<file path="config.mk">
export PLATFORM = sky130hd
export DESIGN_NAME = systolic_qr_tree_pivot_index_flat
export DESIGN_NICKNAME = d
export VERILOG_FILES = /design/src/sqtpi_pkg.sv /design/src/sqtpi_if.sv /design/src/systolic_qr_tree_pivot_index.sv /design/src/sqtpi_fifo.sv /design/src/sqtpi_front.sv /design/src/sqtpi_div.sv /design/src/sqtpi_back.sv /design/src/flat_wrapper.sv
export SDC_FILE = /design/constraint.sdc
export NUM_CORES = 2
export LEC_CHECK = 0
export BUFFER_PORTS_ARGS = -buffer_cell sky130_fd_sc_hd__buf_2
export CORE_ASPECT_RATIO = 0.5
export CORE_MARGIN = 3
export CORE_UTILIZATION = 40
export DETAILED_ROUTE_END_ITERATION = 8
export HOLD_SLACK_MARGIN = 0.03
export PLACE_DENSITY = 0.52
export SETUP_SLACK_MARGIN = 0.3
export SLEW_MARGIN = 25
export SYNTH_ARGS = -nofsm -noshare
export SYNTH_HDL_FRONTEND = slang
export SYNTH_SLANG_ARGS = --single-unit
</file>
<file path="constraint.sdc">
create_clock -name clk -period 17.4 [get_ports clk]
set_input_delay 4.35 -clock clk [delete_from_list [all_inputs] [get_ports clk]]
set_output_delay 4.35 -clock clk [all_outputs]
set_load 0.01 [all_outputs]
</file>
<file path="src/sqtpi_pkg.sv">
// ----------------------------------------------------------------------------
// sqtpi_pkg
// Shared types, constants and helpers of the QR reduction tree index unit.
// ----------------------------------------------------------------------------
`default_nettype none

package sqtpi_pkg;

  localparam int MAX_ROWS  = 1024;
  localparam int CFG_W     = 11;
  localparam int ROW_W     = 10;
  localparam int PQ_W      = 21;
  localparam int QDEPTH    = 2;
  localparam int QPTR_W    = 1;
  localparam int QCNT_W    = 2;
  localparam int DIVCNT_W  = 5;

  localparam logic [DIVCNT_W-1:0] DIV_LONG_STEPS   = 5'd21;
  localparam logic [DIVCNT_W-1:0] DIV_NARROW_STEPS = 5'd11;

  typedef enum logic [1:0] {
    LVL_TS    = 2'd0,
    LVL_LOCAL = 2'd1,
    LVL_DIST  = 2'd3
  } lvl_t;

  localparam logic [1:0] ROW_TYPE_DIST = 2'd2;

  typedef enum logic [1:0] {
    CFG_TOP  = 2'd0,
    CFG_MID  = 2'd1,
    CFG_ROWS = 2'd2
  } cfg_idx_t;

  localparam logic KIND_NEXT = 1'b0;
  localparam logic KIND_PREV = 1'b1;

  typedef enum logic [2:0] {
    ST_IDLE,
    ST_DIV_ROW,
    ST_DIV_START,
    ST_DIV_PIV,
    ST_DIV_WRAP,
    ST_DIV_OVER,
    ST_EVAL
  } back_state_t;

  typedef struct packed {
    logic             kind;
    logic [ROW_W-1:0] step_k;
    logic [ROW_W-1:0] row;
    logic [ROW_W-1:0] pivot;
    logic [CFG_W-1:0] start_req;
    lvl_t             lvl_row;
    lvl_t             lvl_start;
    lvl_t             lvl_pivot;
  } q_entry_t;

  typedef struct packed {
    logic [1:0]       row_type;
    logic [CFG_W-1:0] row_killer;
    logic [CFG_W-1:0] panel_pivots;
    logic [CFG_W-1:0] found_row;
    logic             query_error;
  } result_t;

  typedef struct packed {
    logic            start;
    logic            narrow;
    logic [PQ_W-1:0] dividend;
    logic [PQ_W-1:0] divisor;
  } div_req_t;

  typedef struct packed {
    logic            done;
    logic [PQ_W-1:0] rem;
  } div_rsp_t;

  function automatic lvl_t lvl_of(input logic [ROW_W-1:0] k, input logic [CFG_W-1:0] m,
                                  input logic [CFG_W-1:0] p, input logic [PQ_W-1:0] pq);
    logic [PQ_W:0] mm;
    lvl_t          lv;
    mm = {{(PQ_W-CFG_W+1){1'b0}}, m};
    if (mm >= ({{(PQ_W-ROW_W+1){1'b0}}, k} + {1'b0, pq})) begin
      lv = LVL_TS;
    end else if (mm >= ({{(PQ_W-ROW_W+1){1'b0}}, k} + {{(PQ_W-CFG_W+1){1'b0}}, p})) begin
      lv = LVL_LOCAL;
    end else begin
      lv = LVL_DIST;
    end
    return lv;
  endfunction

endpackage

`default_nettype wire

</file>
<file path="src/sqtpi_if.sv">
// ----------------------------------------------------------------------------
// sqtpi_if
// Valid/ready channels carrying query beats and result beats.
// ----------------------------------------------------------------------------
`default_nettype none

interface sqtpi_in_if import sqtpi_pkg::*; ();
  logic             valid;
  logic             ready;
  logic             kind;
  logic [ROW_W-1:0] step_k;
  logic [ROW_W-1:0] row;
  logic [ROW_W-1:0] pivot;
  logic [CFG_W-1:0] start_req;

  modport source (output valid, kind, step_k, row, pivot, start_req, input ready);
  modport sink (input valid, kind, step_k, row, pivot, start_req, output ready);
endinterface

interface sqtpi_out_if import sqtpi_pkg::*; ();
  logic             valid;
  logic             ready;
  logic [1:0]       row_type;
  logic [CFG_W-1:0] row_killer;
  logic [CFG_W-1:0] panel_pivots;
  logic [CFG_W-1:0] found_row;
  logic             query_error;

  modport source (output valid, row_type, row_killer, panel_pivots, found_row, query_error,
                  input ready);
  modport sink (input valid, row_type, row_killer, panel_pivots, found_row, query_error,
                output ready);
endinterface

`default_nettype wire

</file>
<file path="src/systolic_qr_tree_pivot_index.sv">
// Queries are searched one at a time by the shared remainder unit, which
// resolves one quotient bit per cycle for each of two or five remainders; the
// two-entry queue lets new queries be accepted while one is being searched.
// Reset: synchronous, active low; clears the queue, sequencer and output
// valid, and sets all three size registers to one.
// ----------------------------------------------------------------------------
// systolic_qr_tree_pivot_index
// Index unit of a three-level reduction tree for tiled QR factorization.
// ----------------------------------------------------------------------------
`default_nettype none

module systolic_qr_tree_pivot_index import sqtpi_pkg::*; (
  input  wire logic             clk,
  input  wire logic             rst_n,
  input  wire logic             cfg_we,
  input  wire logic [1:0]       cfg_index,
  input  wire logic [CFG_W-1:0] cfg_wdata,
  sqtpi_in_if.sink              in_item,
  sqtpi_out_if.source           out_result
);

  logic [CFG_W-1:0] top_r, top_nxt;
  logic [CFG_W-1:0] mid_r, mid_nxt;
  logic [CFG_W-1:0] rows_r, rows_nxt;
  logic [CFG_W-1:0] wdata_sat;
  logic [CFG_W-1:0] p_eff, p_eff_nxt, q_eff_nxt;
  logic [PQ_W-1:0]  pq_r;
  logic [2*CFG_W-1:0] pq_prod;
  logic             push;
  q_entry_t         push_data;
  logic             pop;
  q_entry_t         head;
  logic             q_full;
  logic             q_empty;
  div_req_t         div_req;
  div_rsp_t         div_rsp;

  assign wdata_sat = (cfg_wdata > CFG_W'(MAX_ROWS)) ? CFG_W'(MAX_ROWS) : cfg_wdata;

  always_comb begin
    top_nxt  = top_r;
    mid_nxt  = mid_r;
    rows_nxt = rows_r;
    if (cfg_we) begin
      case (cfg_index)
        CFG_TOP:  top_nxt  = wdata_sat;
        CFG_MID:  mid_nxt  = wdata_sat;
        CFG_ROWS: rows_nxt = wdata_sat;
        default:  rows_nxt = rows_r;
      endcase
    end
  end

  assign p_eff     = (top_r == '0) ? CFG_W'(1) : top_r;
  assign p_eff_nxt = (top_nxt == '0) ? CFG_W'(1) : top_nxt;
  assign q_eff_nxt = (mid_nxt == '0) ? CFG_W'(1) : mid_nxt;
  assign pq_prod   = p_eff_nxt * q_eff_nxt;

  always_ff @(posedge clk) begin
    if (!rst_n) begin
      top_r  <= CFG_W'(1);
      mid_r  <= CFG_W'(1);
      rows_r <= CFG_W'(1);
      pq_r   <= PQ_W'(1);
    end else begin
      top_r  <= top_nxt;
      mid_r  <= mid_nxt;
      rows_r <= rows_nxt;
      pq_r   <= pq_prod[PQ_W-1:0];
    end
  end

  sqtpi_front u_front (
    .in_item   (in_item),
    .p_eff     (p_eff),
    .pq        (pq_r),
    .q_full    (q_full),
    .push      (push),
    .push_data (push_data)
  );

  sqtpi_fifo u_fifo (
    .clk       (clk),
    .rst_n     (rst_n),
    .push      (push),
    .push_data (push_data),
    .pop       (pop),
    .head      (head),
    .full      (q_full),
    .empty     (q_empty)
  );

  sqtpi_div u_div (
    .clk   (clk),
    .rst_n (rst_n),
    .req   (div_req),
    .rsp   (div_rsp)
  );

  sqtpi_back u_back (
    .clk        (clk),
    .rst_n      (rst_n),
    .p_eff      (p_eff),
    .pq         (pq_r),
    .mt         (rows_r),
    .head       (head),
    .q_empty    (q_empty),
    .pop        (pop),
    .div_req    (div_req),
    .div_rsp    (div_rsp),
    .out_result (out_result)
  );

`ifndef SYNTHESIS
  a_pq_nonzero: assert property (@(posedge clk) disable iff (!rst_n) pq_r != '0)
    else $error("tree product is zero");

  a_err_found: assert property (@(posedge clk) disable iff (!rst_n)
    out_result.valid && out_result.query_error |-> out_result.found_row == rows_r)
    else $error("failed search does not answer tile_rows");

  a_npiv_bound: assert property (@(posedge clk) disable iff (!rst_n)
    out_result.valid |-> out_result.panel_pivots <= rows_r)
    else $error("panel pivot count exceeds tile rows");

  a_pop_fill: assert property (@(posedge clk) disable iff (!rst_n)
    pop |-> !q_empty)
    else $error("pop from empty queue");
`endif

endmodule

`default_nettype wire

</file>
<file path="src/sqtpi_fifo.sv">
// ----------------------------------------------------------------------------
// sqtpi_fifo
// Two-entry queue decoupling the classifying front from the search back.
// ----------------------------------------------------------------------------
`default_nettype none

module sqtpi_fifo import sqtpi_pkg::*; (
  input  wire logic     clk,
  input  wire logic     rst_n,
  input  wire logic     push,
  input  wire q_entry_t push_data,
  input  wire logic     pop,
  output q_entry_t      head,
  output logic          full,
  output logic          empty
);

  q_entry_t            mem_r [QDEPTH];
  logic [QPTR_W-1:0]   wr_ptr_r;
  logic [QPTR_W-1:0]   rd_ptr_r;
  logic [QCNT_W-1:0]   cnt_r;
  logic [QCNT_W-1:0]   cnt_nxt;

  assign full  = (cnt_r == QCNT_W'(QDEPTH));
  assign empty = (cnt_r == '0);
  assign head  = mem_r[rd_ptr_r];

  always_comb begin
    cnt_nxt = cnt_r;
    if (push && !pop) begin
      cnt_nxt = cnt_r + 1'b1;
    end else if (pop && !push) begin
      cnt_nxt = cnt_r - 1'b1;
    end
  end

  always_ff @(posedge clk) begin
    if (!rst_n) begin
      wr_ptr_r <= '0;
      rd_ptr_r <= '0;
      cnt_r    <= '0;
    end else begin
      cnt_r <= cnt_nxt;
      if (push) begin
        wr_ptr_r <= wr_ptr_r + 1'b1;
      end
      if (pop) begin
        rd_ptr_r <= rd_ptr_r + 1'b1;
      end
    end
  end

  always_ff @(posedge clk) begin
    if (push) begin
      mem_r[wr_ptr_r] <= push_data;
    end
  end

endmodule

`default_nettype wire

</file>
<file path="src/sqtpi_front.sv">
// ----------------------------------------------------------------------------
// sqtpi_front
// Accepts query beats and classifies row, start and pivot into tree levels.
// ----------------------------------------------------------------------------
`default_nettype none

module sqtpi_front import sqtpi_pkg::*; (
  sqtpi_in_if.sink             in_item,
  input  wire logic [CFG_W-1:0] p_eff,
  input  wire logic [PQ_W-1:0]  pq,
  input  wire logic             q_full,
  output logic                  push,
  output q_entry_t              push_data
);

  assign in_item.ready = !q_full;
  assign push          = in_item.valid && !q_full;

  always_comb begin
    push_data.kind      = in_item.kind;
    push_data.step_k    = in_item.step_k;
    push_data.row       = in_item.row;
    push_data.pivot     = in_item.pivot;
    push_data.start_req = in_item.start_req;
    push_data.lvl_row   = lvl_of(in_item.step_k, {1'b0, in_item.row}, p_eff, pq);
    push_data.lvl_start = lvl_of(in_item.step_k, in_item.start_req, p_eff, pq);
    push_data.lvl_pivot = lvl_of(in_item.step_k, {1'b0, in_item.pivot}, p_eff, pq);
  end

endmodule

`default_nettype wire

</file>
<file path="src/sqtpi_div.sv">
// ----------------------------------------------------------------------------
// sqtpi_div
// Restoring remainder unit, one quotient bit per cycle.
// ----------------------------------------------------------------------------
`default_nettype none

module sqtpi_div import sqtpi_pkg::*; (
  input  wire logic     clk,
  input  wire logic     rst_n,
  input  wire div_req_t req,
  output div_rsp_t      rsp
);

  logic                busy_r;
  logic                done_r;
  logic [DIVCNT_W-1:0] cnt_r;
  logic [PQ_W-1:0]     rem_r;
  logic [PQ_W-1:0]     dvd_r;
  logic [PQ_W-1:0]     dvs_r;
  logic [PQ_W:0]       trial;
  logic                ge;

  assign trial = {rem_r, dvd_r[PQ_W-1]};
  assign ge    = (trial >= {1'b0, dvs_r});

  assign rsp.done = done_r;
  assign rsp.rem  = rem_r;

  always_ff @(posedge clk) begin
    if (!rst_n) begin
      busy_r <= 1'b0;
      done_r <= 1'b0;
      cnt_r  <= '0;
    end else begin
      done_r <= 1'b0;
      if (req.start) begin
        busy_r <= 1'b1;
        cnt_r  <= req.narrow ? DIV_NARROW_STEPS : DIV_LONG_STEPS;
      end else if (busy_r) begin
        cnt_r <= cnt_r - 1'b1;
        if (cnt_r == DIVCNT_W'(1)) begin
          busy_r <= 1'b0;
          done_r <= 1'b1;
        end
      end
    end
  end

  always_ff @(posedge clk) begin
    if (req.start) begin
      rem_r <= '0;
      dvs_r <= req.divisor;
      dvd_r <= req.narrow ? {req.dividend[CFG_W-1:0], {(PQ_W-CFG_W){1'b0}}} : req.dividend;
    end else if (busy_r) begin
      rem_r <= ge ? PQ_W'(trial - {1'b0, dvs_r}) : trial[PQ_W-1:0];
      dvd_r <= {dvd_r[PQ_W-2:0], ge};
    end
  end

endmodule

`default_nettype wire

</file>
<file path="src/sqtpi_back.sv">
// ----------------------------------------------------------------------------
// sqtpi_back
// Sequences the remainders of one query and resolves the fall-through search.
// ----------------------------------------------------------------------------
`default_nettype none

module sqtpi_back import sqtpi_pkg::*; (
  input  wire logic             clk,
  input  wire logic             rst_n,
  input  wire logic [CFG_W-1:0] p_eff,
  input  wire logic [PQ_W-1:0]  pq,
  input  wire logic [CFG_W-1:0] mt,
  input  wire q_entry_t         head,
  input  wire logic             q_empty,
  output logic                  pop,
  output div_req_t              div_req,
  input  wire div_rsp_t         div_rsp,
  sqtpi_out_if.source           out_result
);

  back_state_t      state_r;
  back_state_t      state_nxt;
  logic             launched_r;
  q_entry_t         item_r;
  logic [CFG_W-1:0] rem_row_r;
  logic [CFG_W-1:0] rem_start_r;
  logic [CFG_W-1:0] rem_piv_r;
  logic [CFG_W-1:0] rem_wrap_r;
  logic [CFG_W-1:0] rem_over_r;
  logic             out_valid_r;
  result_t          res_r;
  result_t          res_nxt;
  logic             out_load;
  logic [PQ_W+1:0]  dvd_calc;

  always_comb begin
    state_nxt = state_r;
    case (state_r)
      ST_IDLE: begin
        if (!q_empty) begin
          state_nxt = ST_DIV_ROW;
        end
      end
      ST_DIV_ROW: begin
        if (div_rsp.done) begin
          state_nxt = ST_DIV_START;
        end
      end
      ST_DIV_START: begin
        if (div_rsp.done) begin
          state_nxt = (item_r.kind == KIND_NEXT) ? ST_EVAL : ST_DIV_PIV;
        end
      end
      ST_DIV_PIV: begin
        if (div_rsp.done) begin
          state_nxt = ST_DIV_WRAP;
        end
      end
      ST_DIV_WRAP: begin
        if (div_rsp.done) begin
          state_nxt = ST_DIV_OVER;
        end
      end
      ST_DIV_OVER: begin
        if (div_rsp.done) begin
          state_nxt = ST_EVAL;
        end
      end
      ST_EVAL: begin
        if (!out_valid_r || out_result.ready) begin
          state_nxt = ST_IDLE;
        end
      end
      default: state_nxt = ST_IDLE;
    endcase
  end

  always_comb begin
    pop            = 1'b0;
    out_load       = 1'b0;
    div_req.start  = 1'b0;
    div_req.narrow = 1'b1;
    div_req.divisor = pq;
    dvd_calc       = '0;
    case (state_r)
      ST_IDLE: begin
        pop = !q_empty;
      end
      ST_DIV_ROW: begin
        div_req.start = !launched_r;
        dvd_calc = (PQ_W+2)'(item_r.row) - (PQ_W+2)'(item_r.step_k);
        if (item_r.lvl_row != LVL_TS) begin
          div_req.divisor = PQ_W'(p_eff);
        end
      end
      ST_DIV_START: begin
        div_req.start = !launched_r;
        dvd_calc = (PQ_W+2)'(item_r.start_req) - (PQ_W+2)'(item_r.step_k);
        if (item_r.lvl_start != LVL_TS) begin
          div_req.divisor = PQ_W'(p_eff);
        end
      end
      ST_DIV_PIV: begin
        div_req.start = !launched_r;
        dvd_calc = (PQ_W+2)'(item_r.pivot);
      end
      ST_DIV_WRAP: begin
        div_req.start = !launched_r;
        dvd_calc = (PQ_W+2)'(mt) - (PQ_W+2)'(rem_piv_r) - 1'b1;
      end
      ST_DIV_OVER: begin
        div_req.start   = !launched_r;
        div_req.narrow  = 1'b0;
        div_req.divisor = PQ_W'(p_eff);
        dvd_calc = (PQ_W+2)'(item_r.pivot) + (PQ_W+2)'(pq) - (PQ_W+2)'(p_eff)
                   - (PQ_W+2)'(mt);
      end
      ST_EVAL: begin
        out_load = !out_valid_r || out_result.ready;
      end
      default: begin
        pop = 1'b0;
      end
    endcase
    div_req.dividend = dvd_calc[PQ_W-1:0];
  end

  always_comb begin : eval_logic
    logic signed [23:0] vk, vpiv, vst, vp, vpq, vmt, vks, nx, cur, found, npiv;
    logic               fin, err;
    lvl_t               lvc;
    vk    = $signed({14'b0, item_r.step_k});
    vpiv  = $signed({14'b0, item_r.pivot});
    vst   = $signed({13'b0, item_r.start_req});
    vp    = $signed({13'b0, p_eff});
    vpq   = $signed({3'b0, pq});
    vmt   = $signed({13'b0, mt});
    vks   = (item_r.lvl_start == LVL_DIST) ? vk : vk + $signed({13'b0, rem_start_r});
    found = vmt;
    nx    = vmt;
    cur   = vst;
    fin   = 1'b0;
    err   = 1'b0;
    lvc   = item_r.lvl_start;
    if (item_r.kind == KIND_NEXT) begin
      if (!(vst > vpiv && vpiv >= vk) || !(vst == vmt || vpiv == vks)) begin
        err = 1'b1;
      end else begin
        if (!(vst < vmt)) begin
          if (item_r.lvl_pivot == LVL_TS) begin
            fin = 1'b1;
            if (cur != vmt) begin
              err = 1'b1;
            end
          end else begin
            lvc = LVL_TS;
          end
        end
        if (!fin && lvc == LVL_TS) begin
          nx = ((cur == vmt) ? vpiv : cur) + vpq;
          if (nx < vmt) begin
            found = nx;
            fin   = 1'b1;
          end else begin
            cur = vmt;
            lvc = LVL_LOCAL;
          end
        end
        if (!fin && lvc == LVL_LOCAL) begin
          if (item_r.lvl_pivot != LVL_DIST) begin
            found = vmt;
            fin   = 1'b1;
          end else begin
            nx = ((cur == vmt) ? vpiv : cur) + vp;
            if (nx >= vk + vp && nx < vk + vpq && nx < vmt) begin
              found = nx;
              fin   = 1'b1;
            end else begin
              cur = vmt;
            end
          end
        end
        if (!fin) begin
          if (vpiv > vk) begin
            found = vmt;
          end else begin
            nx    = ((cur == vmt) ? vpiv : cur) + 24'sd1;
            found = (nx < vk + vp) ? nx : vmt;
          end
        end
      end
    end else begin
      if (!(vst >= vpiv && vpiv >= vk && vst < vmt) || !(vst == vpiv || vpiv == vks)) begin
        err = 1'b1;
      end else if (item_r.lvl_pivot == LVL_TS) begin
        found = vmt;
      end else if (item_r.lvl_pivot < item_r.lvl_start) begin
        err = 1'b1;
      end else begin
        if (lvc == LVL_DIST) begin
          if (vpiv == vk) begin
            if (cur == vpiv) begin
              nx = cur + vp - 24'sd1;
              if (nx >= vmt) begin
                nx = (vmt - 24'sd1 > vpiv) ? vmt - 24'sd1 : vpiv;
              end
            end else begin
              nx = cur - 24'sd1;
            end
            if (vpiv < nx && nx < vk + vp) begin
              found = nx;
              fin   = 1'b1;
            end
          end
          cur = vpiv;
          lvc = LVL_LOCAL;
        end
        if (!fin && lvc == LVL_LOCAL) begin
          if (item_r.lvl_pivot == LVL_DIST) begin
            if (cur == vpiv) begin
              nx = cur + vpq - vp;
              if (vpiv < nx && nx >= vmt) begin
                nx = vmt - vp + $signed({13'b0, rem_over_r});
              end
            end else begin
              nx = cur - vp;
            end
            if (vpiv < nx && nx < vk + vpq) begin
              found = nx;
              fin   = 1'b1;
            end
          end
          cur = vpiv;
        end
        if (!fin) begin
          nx = (cur == vpiv) ? vmt - $signed({13'b0, rem_wrap_r}) - 24'sd1 : cur - vpq;
          if (vpiv < nx) begin
            found = nx;
          end
        end
      end
    end
    npiv = vmt - vk;
    if (npiv < 24'sd0) begin
      npiv = 24'sd0;
    end
    if (npiv > vpq) begin
      npiv = vpq;
    end
    res_nxt.row_type     = (item_r.lvl_row == LVL_DIST) ? ROW_TYPE_DIST : item_r.lvl_row;
    res_nxt.row_killer   = (item_r.lvl_row == LVL_DIST) ? CFG_W'(item_r.step_k)
                           : CFG_W'(item_r.step_k) + rem_row_r;
    res_nxt.panel_pivots = npiv[CFG_W-1:0];
    res_nxt.found_row    = err ? mt : found[CFG_W-1:0];
    res_nxt.query_error  = err;
  end

  assign out_result.valid        = out_valid_r;
  assign out_result.row_type     = res_r.row_type;
  assign out_result.row_killer   = res_r.row_killer;
  assign out_result.panel_pivots = res_r.panel_pivots;
  assign out_result.found_row    = res_r.found_row;
  assign out_result.query_error  = res_r.query_error;

  always_ff @(posedge clk) begin
    if (!rst_n) begin
      state_r     <= ST_IDLE;
      launched_r  <= 1'b0;
      out_valid_r <= 1'b0;
    end else begin
      state_r <= state_nxt;
      if (div_req.start) begin
        launched_r <= 1'b1;
      end else if (div_rsp.done) begin
        launched_r <= 1'b0;
      end
      if (out_load) begin
        out_valid_r <= 1'b1;
      end else if (out_result.ready) begin
        out_valid_r <= 1'b0;
      end
    end
  end

  always_ff @(posedge clk) begin
    if (pop) begin
      item_r <= head;
    end
    if (out_load) begin
      res_r <= res_nxt;
    end
    if (div_rsp.done) begin
      case (state_r)
        ST_DIV_ROW:   rem_row_r   <= div_rsp.rem[CFG_W-1:0];
        ST_DIV_START: rem_start_r <= div_rsp.rem[CFG_W-1:0];
        ST_DIV_PIV:   rem_piv_r   <= div_rsp.rem[CFG_W-1:0];
        ST_DIV_WRAP:  rem_wrap_r  <= div_rsp.rem[CFG_W-1:0];
        ST_DIV_OVER:  rem_over_r  <= div_rsp.rem[CFG_W-1:0];
        default:      rem_over_r  <= rem_over_r;
      endcase
    end
  end

endmodule

`default_nettype wire
</file>
<file path="src/flat_wrapper.sv">
// flat-port wrapper written by rule: the top's interface ports become plain ports
module systolic_qr_tree_pivot_index_flat import sqtpi_pkg::*;
  (clk, rst_n, cfg_we, cfg_index, cfg_wdata, in_item_valid, in_item_kind, in_item_step_k, in_item_row, in_item_pivot, in_item_start_req, in_item_ready, out_result_valid, out_result_row_type, out_result_row_killer, out_result_panel_pivots, out_result_found_row, out_result_query_error, out_result_ready);
  sqtpi_in_if in_item_i ();
  sqtpi_out_if out_result_i ();
  input  wire logic clk;
  input  wire logic rst_n;
  input  wire logic cfg_we;
  input  wire logic [1:0] cfg_index;
  input  wire logic [CFG_W-1:0] cfg_wdata;
  input wire logic [$bits(in_item_i.valid)-1:0] in_item_valid;
  input wire logic [$bits(in_item_i.kind)-1:0] in_item_kind;
  input wire logic [$bits(in_item_i.step_k)-1:0] in_item_step_k;
  input wire logic [$bits(in_item_i.row)-1:0] in_item_row;
  input wire logic [$bits(in_item_i.pivot)-1:0] in_item_pivot;
  input wire logic [$bits(in_item_i.start_req)-1:0] in_item_start_req;
  output wire logic [$bits(in_item_i.ready)-1:0] in_item_ready;
  output wire logic [$bits(out_result_i.valid)-1:0] out_result_valid;
  output wire logic [$bits(out_result_i.row_type)-1:0] out_result_row_type;
  output wire logic [$bits(out_result_i.row_killer)-1:0] out_result_row_killer;
  output wire logic [$bits(out_result_i.panel_pivots)-1:0] out_result_panel_pivots;
  output wire logic [$bits(out_result_i.found_row)-1:0] out_result_found_row;
  output wire logic [$bits(out_result_i.query_error)-1:0] out_result_query_error;
  input wire logic [$bits(out_result_i.ready)-1:0] out_result_ready;
  assign in_item_i.valid = in_item_valid;
  assign in_item_i.kind = in_item_kind;
  assign in_item_i.step_k = in_item_step_k;
  assign in_item_i.row = in_item_row;
  assign in_item_i.pivot = in_item_pivot;
  assign in_item_i.start_req = in_item_start_req;
  assign in_item_ready = in_item_i.ready;
  assign out_result_valid = out_result_i.valid;
  assign out_result_row_type = out_result_i.row_type;
  assign out_result_row_killer = out_result_i.row_killer;
  assign out_result_panel_pivots = out_result_i.panel_pivots;
  assign out_result_found_row = out_result_i.found_row;
  assign out_result_query_error = out_result_i.query_error;
  assign out_result_i.ready = out_result_ready;
  systolic_qr_tree_pivot_index u_core (.clk(clk), .rst_n(rst_n), .cfg_we(cfg_we), .cfg_index(cfg_index), .cfg_wdata(cfg_wdata), .in_item(in_item_i), .out_result(out_result_i));
endmodule
</file>
==> run_results.csv <==
group,metric,value,unit
grt,grt_remaining_overflow,0,
die,core-area,0.100,mm^2
drt,drt_iter0_drc,4194,
synthesis,yosys_warnings,0,
placed_design,gp_congestion,1.03,
sta,rsz0062_at_grt,"false",
synthesis,synth_commonest_cells,"ha_1, inv_1, nand2_1, nor2_1, o21ai_0",
clock_tree,cts.reportedPaths.clkPinSlew,0.07,ns
job,maxCapViolCount,0,
grt,grtUsageMet1,48.7,%
clock_tree,cts_root_buf,"clkbuf_16",
sta,min_period,16.13,ns
worst_setup_path,cp-start-kind,"register",
grt,gr-max-usage-layer,"met1",
grt,antenna_found_initial,22,
worst_setup_path,r2r_cells,64,
sta,tightest_slew,1.23,ns
synthesis,syn_nets,5425,
worst_setup_path,crit_buf_inv,5,
worst_setup_path,crit_arrival,16.50,ns
worst_setup_path,crit_type,"reg -> reg",
hold_path,hold_class,"reg -> reg",
grt,grt_pass1_vias,34800,
clock_tree,cts_buffers,39,
drt,routed_wl,179,mm
clock_tree,post_cts_buffers,0,
synthesis,synth_ff_type,"edfxtp_1",
placed_design,dp_hpwl,141,mm
synthesis,synth_top_cells_by_area,"edfxtp_1, ha_1, fa_1",
drt,wl_per_cell,29.3,um
power,p_leak,19.5,nW
synthesis,avgSynthCellArea,8.80,um^2
synthesis,synth-seq-cells,368,
clock_tree,clk_latency,0.62,ns
drt,routed-via-count,36800,
die,ioPinCount,98,
power,ir_drop,0.0834,mV
synthesis,yosysMostFrequentCell,"ha_1",
die,die_w,457,um
synthesis,yosysUniqueCellTypes,97,
layout,drive_above_1_share,8.67,%
synthesis,synth_edf_count,277,
grt,grt_max_degree,74,
worst_setup_path,cpPeakStageDelay,1.04,ns
sta,worst_clock_skew,0.0398,ns
hold_path,min_path_cells,2,
grt,grtUsageMet3,8.57,%
clock_tree,cts_tree,"done",
worst_setup_path,reg2reg_to,"u_core.u_back.out_result.found_row[2]",
synthesis,synthCells,4623,
synthesis,synth_top_area_share,20.4,%
grt,grt.total_usage,33.1,%
drt,ant_nets,0,
synthesis,syn_area,0.0407,mm^2
layout,fin_area,0.0447,mm^2
grt,grt_use_met2,46.7,%
worst_setup_path,cp_max_fo,22,
clock_tree,cts.path.max_buffers,3,
placed_design,placed_area,0.0433,mm^2
worst_setup_path,cpMaxStageDelayCell,"dfxtp_1",
synthesis,yosysTopAreaCell,"edfxtp_1",
clock_tree,cts_hold_buf,0,
die,die-height,231,um
hold_path,hold_end,"u_core.mid_r[0]",
worst_setup_path,cpLargestDelayFamily,"compound AO/OA/AOI/OAI gates",
sta,tns,0,ns
clock_tree,htree_levels,2,
synthesis,async_reset_ff_share,0,%
worst_setup_path,r2r_start,"u_core.rows_r[8]",
sta,final_max_slew_viol_count,0,
die,die_area,0.106,mm^2
sta,fmax,62.0,MHz
sta,period_share,92.7,%
clock_tree,cts.sinks,368,
placed_design,io_buffers,97,
drt,dr.pass1.iters,6,
worst_setup_path,reg2reg_slack,1.27,ns
worst_setup_path,crit_top_cell,"a21oi_1",
power,cellPowerDensity,201,mW/mm^2
clock_tree,cts_resized,0,
die,row_count,82,
hold_path,hp-start,"u_core.mid_r[0]",
sta,setup_viol,0,
drt,avgViaCountPerCell,6.03,
layout,layout.nets,5525,
die,start_util,40.5,%
drt,drc,0,
layout,syn_to_final_growth,9.88,%
layout,utilization,44.5,%
status,outcome,"complete, no violations",
worst_setup_path,end_kind,"register",
sta,finalHoldViolations,0,
worst_setup_path,cp.required,17.77,ns
grt,grt_pass1_wl,253,mm
sta,slew_headroom,16.1,%
synthesis,seq_area_frac_synth,24.9,%
[cell usage in the layout (no fill, tap or decap), types with 17 or more instances in the layout]
cell and count:
ha_1 612, inv_1 419, nand2_1 360, nor2_1 316
o21ai_0 315, a21oi_1 294, edfxtp_1 277, xnor2_1 196
fa_1 130, buf_4 122, a21o_1 107, buf_2 97
dfxtp_1 90, nand3_1 84, nor2b_1 82, mux2i_1 82
nor3_1 82, nand2b_1 81, xor2_1 76, and2_1 68
mux2_2 58, o21a_1 53, nand4_1 50, o21bai_1 46
o211ai_1 41, clkbuf_16 41, a211oi_1 39, nor4_1 33
a21boi_0 31, a31oi_1 26, and3_1 24, or3_1 21
o31ai_1 19, a211o_1 18, nor3b_1 18, or2_2 17
o21ai_1 17, or4_1 17, a22oi_1 17
[report_power, final]
part / internal (W) / switching [W] / total (W)
combinational: 0.00235 / 0.00421 / 0.00656
sequential: 0.00118 / 0.000271 / 0.00145
clock: 0.000556 / 0.000411 / 0.000968
total: 0.00409 / 0.00489 / 0.00898
[registers in the layout (all words and copies together) (netlist names), 17 cells and up]
| name | count |
|---|---|
| u_core.u_back.item_r | 17 |
| u_core.u_fifo.mem_r | 96 |
| u_core.u_div.dvd_r | 21 |
| u_core.u_div.rem_r | 21 |
| u_core.u_div.dvs_r | 21 |
| u_core.pq_r | 21 |
[cell families (layout without fill, tap and decap cells)]
group | count (synthesis) | after routing | share of synthesized area, %
buffers and inverters | 590 | 721 | 5.49
other | 0 | 2 | 0
AND/OR/NAND/NOR | 1306 | 1306 | 15.8
multiplexers | 141 | 141 | 3.66
flip-flops | 368 | 368 | 24.9
AO/OA/AOI/OAI | 1204 | 1204 | 19.0
adder cells (fa/ha/maj) | 742 | 742 | 25.2
XOR/XNOR | 272 | 272 | 5.86
[worst max path at each step]
stage                 startpoint                                     to  cells past startpoint
6_report        u_core.rows_r[8]  u_core.u_back.out_result.found_row[2]                     64
5_1_grt         u_core.rows_r[8]  u_core.u_back.out_result.found_row[2]                     65
4_1_cts         u_core.rows_r[8]  u_core.u_back.out_result.found_row[2]                     64
3_5_place_dp    u_core.rows_r[8]  u_core.u_back.out_result.found_row[2]                     64
3_3_place_gp    u_core.rows_r[8]  u_core.u_back.out_result.found_row[2]                     64
2_1_floorplan  u_core.rows_r[10]  u_core.u_back.out_result.found_row[2]                     68
[through the flow]
stage / setup slack (ns) / std cells / hold slack [ns] / power [W]
6_report: 1.27 / 6100 / 0.483 / 0.00898
5_1_grt: 0.407 / 6099 / 0.505 / 0.00961
4_1_cts: 1.80 / 6098 / 0.492 / 0.00883
3_5_place_dp: 1.86 / 6026 / 0.473 / 0.00782
3_3_place_gp: 2.09 / 6024 / 0.469 / 0.00774
2_1_floorplan: 4.51 / 4623 / 0.428 / 0.00553
[final cells by class]
type	count	area, um^2
clock buffer	47	1050
antenna	2	5.00
inverter	428	1610
tap	1344	1680
timing repair buffer	221	1450
fill	9780	55800
multi-input combinational	3665	28400
clock inverter	25	368
sequential	368	10100
[worst register-to-register path, delay by kind of cell (launching register included)]
kind | cells | cell delay, ns
AOI/OAI and AO/OA | 28 | 6.16
adders and majority gates | 9 | 2.82
DFF | 1 | 1.04
muxes | 3 | 1.04
and+or+nand+nor | 16 | 3.05
xor gates and xnor gates | 3 | 0.80
buffers and inverters | 5 | 0.97
[routing by layer]
metal  share of wire (%)  vias up
met3                  10      276
met1                  47    18000
met5                   0        -
met4                 3.6        0
li1                    -    16800
met2                  39     1708
(Power assumes the default switching activity.)
